[src/rtl/rotated_box_bounds_top_defines.svh]
// Assertion macros for the rotated box bounds block.
// Included by modules that carry concurrent checks; needs nothing else.
`ifndef ROTATED_BOX_BOUNDS_TOP_DEFINES_SVH
`define ROTATED_BOX_BOUNDS_TOP_DEFINES_SVH
// check that an implication holds outside reset
`define RBB_ASSERT_IMPL(label, ante, cons, msg) \
	label: assert property (@(posedge clk) disable iff (!arst_n) (ante) |-> (cons)) \
		else $error(msg);
// check that an implication holds in the cycle after the antecedent
`define RBB_ASSERT_NEXT(label, ante, cons, msg) \
	label: assert property (@(posedge clk) disable iff (!arst_n) (ante) |=> (cons)) \
		else $error(msg);
`endif

[src/rtl/rbb_pkg.sv]
// Package for the rotated box bounds block: widths, register indexes, rounding, saturation.
// No dependencies.
`default_nettype none
package rbb_pkg;
	localparam int CoordW = 32;
	localparam int CoefW  = 16;
	localparam int DiffW  = 33;
	localparam int ProdW  = 50;
	localparam int RotW   = 36;
	localparam int FracSh = 15;
	localparam int NCorner = 8;
	localparam int AddrW  = 2;
	localparam logic [AddrW-1:0] REG_AZ_SIN = 2'd0;
	localparam logic [AddrW-1:0] REG_AZ_COS = 2'd1;
	localparam logic [AddrW-1:0] REG_IN_SIN = 2'd2;
	localparam logic [AddrW-1:0] REG_IN_COS = 2'd3;
	localparam logic signed [CoefW-1:0] COEF_ONE = 16'sh7FFF;

	typedef logic signed [DiffW-1:0] diff_t;
	typedef logic signed [ProdW-1:0] prod_t;
	typedef logic signed [RotW-1:0]  rot_t;

	// floor((v + 2^14) / 2^15) on a sum of two products
	function automatic rot_t round_q(input logic signed [ProdW:0] v);
		logic signed [ProdW:0] t;
		t = v + (ProdW+1)'(1 << (FracSh-1));
		return rot_t'(t >>> FracSh);
	endfunction

	// clamp to signed 32 bits
	function automatic logic signed [CoordW-1:0] sat32(input rot_t v);
		if (v > rot_t'(32'sh7FFFFFFF)) return 32'sh7FFFFFFF;
		if (v < -rot_t'(33'sh080000000)) return 32'sh80000000;
		return v[CoordW-1:0];
	endfunction
endpackage
`default_nettype wire

[src/rtl/rbb_minmax.sv]
// Registered min/max tree over the eight rotated corners, then saturation.
// Depends on rbb_pkg.
`default_nettype none
module rbb_minmax import rbb_pkg::*; (
	input  wire logic clk,
	input  wire logic en,
	input  wire rot_t v [NCorner],
	output logic signed [CoordW-1:0] lo,
	output logic signed [CoordW-1:0] hi
);
	rot_t lo_s1 [4], hi_s1 [4];
	rot_t lo_s2 [2], hi_s2 [2];
	logic signed [CoordW-1:0] lo_s3, hi_s3;

	// reduce pairwise, one level per stage; saturate on the last
	always_ff @(posedge clk) begin
		if (en) begin
			for (int i = 0; i < 4; i++) begin
				lo_s1[i] <= (v[2*i] < v[2*i+1]) ? v[2*i] : v[2*i+1];
				hi_s1[i] <= (v[2*i] > v[2*i+1]) ? v[2*i] : v[2*i+1];
			end
			for (int i = 0; i < 2; i++) begin
				lo_s2[i] <= (lo_s1[2*i] < lo_s1[2*i+1]) ? lo_s1[2*i] : lo_s1[2*i+1];
				hi_s2[i] <= (hi_s1[2*i] > hi_s1[2*i+1]) ? hi_s1[2*i] : hi_s1[2*i+1];
			end
			lo_s3 <= sat32((lo_s2[0] < lo_s2[1]) ? lo_s2[0] : lo_s2[1]);
			hi_s3 <= sat32((hi_s2[0] > hi_s2[1]) ? hi_s2[0] : hi_s2[1]);
		end
	end
	assign lo = lo_s3;
	assign hi = hi_s3;
endmodule
`default_nettype wire

[config.mk]
export PLATFORM = sky130hd
export DESIGN_NAME = rbb_minmax
export DESIGN_NICKNAME = d
export VERILOG_FILES = /design/src/rtl/rotated_box_bounds_top_defines.svh /design/src/rtl/rbb_pkg.sv /design/src/rtl/rbb_minmax.sv
export SDC_FILE = /design/constraint.sdc
export NUM_CORES = 1
export LEC_CHECK = 0
export BUFFER_PORTS_ARGS = -buffer_cell sky130_fd_sc_hd__buf_2
export CAP_MARGIN = 20
export CORE_UTILIZATION = 56
export CTS_BUF_LIST = sky130_fd_sc_hd__clkbuf_4 sky130_fd_sc_hd__clkbuf_8 sky130_fd_sc_hd__clkbuf_16
export DETAILED_ROUTE_END_ITERATION = 10
export GPL_TIMING_DRIVEN = 0
export HOLD_SLACK_MARGIN = 0.1
export MAX_ROUTING_LAYER = met4
export PLACE_DENSITY = 0.83
export SLEW_MARGIN = 20
export SYNTH_ARGS = -nofsm -noshare
export SYNTH_HDL_FRONTEND = slang
export SYNTH_SLANG_ARGS = --single-unit
[constraint.sdc]
create_clock -name clk -period 3.8 [get_ports clk]
set_input_delay 0.19 -clock clk [delete_from_list [all_inputs] [get_ports clk]]
set_output_delay 0.19 -clock clk [all_outputs]
set_load 0.05 [all_outputs]
==> results.md <==
- Die Ht: 235 um
- Number of global-route vias before repair: 26600
- EDFF count, synth: 496
- Main area contributors after synthesis: edfxtp_1 (49%), ha_1 (15%), inv_1 (4.5%)
- TritonCTS clock tree: yes
- Crit path DAT: 4.12 ns
- Drt first pass iters: 6
- Status: completed
- Port Buffer Count: 353
- Crit path time final: 3.78 ns
- Slowest stage delay, CP: 0.61 ns
- Antenna violations before repair: 5
- CTS root buf: clkbuf_16
- Slew Limit Fails: 0
- Fin area: 39200 um^2
- Max Clk Rate: 265 MHz
- TNS Setup: 0 ns
- Initial DRC count: 2584
- DP Wirelength: 70000 um
- CP max-delay cell: dlygate4sd3_1
- Seq/Total Area, Yosys: 0.488
- Worst vdd ir: 0.000479 V
- Drt via density: 6.19
- Worst Setup Start Kind: input pin
- Synth Warn #: 0
- CP Max Fanout: 10
- Hold WS: 0.133 ns
- Synth cell types: 72
- Final #Nets: 4154
- Die W: 235 um
- Pwr/cell area: 553 nW/um^2
- R2R Setup Slk: 0.09 ns
- Syn Inst Count: 2691
- Finished Layout Cells: 4249
- Worst Path Required: 4.14 ns
- Worst Hold Class: in -> reg
- ANT nets after route: 0
- Post-Syn Area: 30500 um^2
- DR vias: 26300
- Synth-to-layout area growth: 28.3%
- Gp weighted congestion: 1.00
- Initial Utilization: 0.567
- LEAKAGE: 17.1 nW
- Least-Margin Pin Slew: 1.11 ns
- Buf+Inv Stages, Crit Path: 5
- Seq cells post-synth: 496
- Dpl ws: -0.550 ns
- Routed WL per cell: 23.0 um
- Site row count: 85
- FILL cells: 3564
- H-tree depth: 2
- Io pins: 354
- Final Skew: 0.0343 ns
- Ys flop type: edfxtp_1
- Post-DP Area: 33300 um^2
- Routed WL: 97600 um
- Total power: 21.7 mW
- TritonCTS Sinks: 496
- Cell breakdown of the critical path: dlygate4sd3_1 -> buf_2 -> inv_1 -> ha_1 -> nand2_1 -> nor3_1 -> nand4_1 -> o211ai_1 -> a32oi_4 -> nor2_4 -> buf_2 -> mux2_2 -> dlygate4sd3_1
- Final hold viol count: 0
- Share of cells above drive strength 1: 0.199
- Final worst slack: 0.0214 ns
- Post-route DRC: 0
- Final Core Density: 0.728
- Relative slew slack: 0.249
- Largest area contributor in the synthesized netlist: edfxtp_1
- # setup viols final: 0
- # placed instances: 3744
- Total CTS buffers: 53
- Total core area: 53800 um^2
- Die ar.: 55400 um^2
- Largest delay contributor family on the critical path: buffers and inverters
- Global-route wire length before repair: 148000 um
- Worst-skew pair later-pin latency: 0.62 ns
- Asr flop ratio synth: 0
- GRT Total Usage: 0.359
- Congestion Overflow GR: 0
- CTS clk-pin slew, worst paths: 0.06 ns
- Mapped Avg Cell Area: 11.3 um^2
- CP Capture Type: register
- Fin crit share: 0.994
- Yosys top cell area share: 0.488
- Most numerous cell in the Yosys netlist: edfxtp_1
- Syn nets: 3338
- Clk buf depth: 3
- Max_cap viols: 0
- Pin count of the biggest net entering global routing: 115
- Commonest cells in the synthesized netlist: edfxtp_1 (496), inv_1 (369), ha_1 (357)
- CP Class: in -> reg
[worst min-delay path, delay by kind of cell]
kind / cells / cell delay (ns)
buffers and inverters: 2 / 0.19
AOI/OAI and AO/OA: 1 / 0.15
[area by class of cell]
type / count / area (um^2) / area share
buffer: 97 / 524 / 0.0134
inverter: 371 / 1390 / 0.0356
clock buffer: 59 / 1390 / 0.0355
antenna: 6 / 15.0 / 0.000383
clock inverter: 36 / 369 / 0.00943
tap: 696 / 871 / 0.0222
multi-input combinational: 1727 / 13800 / 0.352
sequential: 496 / 14900 / 0.380
timing repair buffer: 761 / 5920 / 0.151
[routing by layer]
metal  wire (um)  vias to the layer above  track usage
li1            -                    11700            -
met5           0                        -            -
met1       37800                    12700        0.433
met3        7750                      457       0.0621
met2       45300                     1514        0.565
met4        6710                        0        0.221
[repair_timing]
item	in CTS	in global routing
hold endpoints to repair	318	0
pin swaps	0	5
hold buffers	395	0
setup endpoints to repair	55	149
buffers inserted	0	9
resized for setup	4	23
[kinds of logic after synthesis]
group,Yosys count,share of synthesized area
flip-flops,496,0.488
adder cells (fa/ha/maj),357,0.146
buffers and inverters,468,0.0626
AO/OA/AOI/OAI,644,0.135
AND/OR/NAND/NOR,469,0.0707
XOR/XNOR,1,0.000287
multiplexers,256,0.0970
[sequential cells by signal, indices dropped and copies added, names as in the netlist]
signal  cells
hi_s2      72
lo         32
hi         32
lo_s1     144
hi_s1     144
lo_s2      72
[cells in the final DEF, fill, tap and decap left out, types with 30 or more instances in the layout]
cell type,instances
ha_1,357
mux2i_1,32
inv_1,369
a21o_1,36
clkbuf_1,51
clkbuf_16,54
a21oi_1,164
nand2_1,272
o21ai_0,235
o22ai_1,37
buf_2,372
edfxtp_1,496
nand4_1,67
nor2_1,30
mux2_1,76
o221a_2,36
mux2_4,31
mux2_2,117
a221o_1,31
dlygate4sd3_1,395
[power by group]
part	internal [mW]	switching [mW]	total (mW)
logic	3.16	4.97	8.13
registers	7.54	0.725	8.26
clock network	3.04	2.22	5.26
[final timing paths]
kind	startpoint	to	depth (start not counted)
setup / recovery	v[18]	hi_s1[3][18]	13
hold / removal	v[99]	lo_s1[2][27]	3
hold reg to reg	lo_s1[0][9]	lo_s2[0][9]	1
setup reg to reg	lo_s1[0][1]	lo_s2[0][16]	9
No activity file was read; power rests on OpenSTA's default activity.
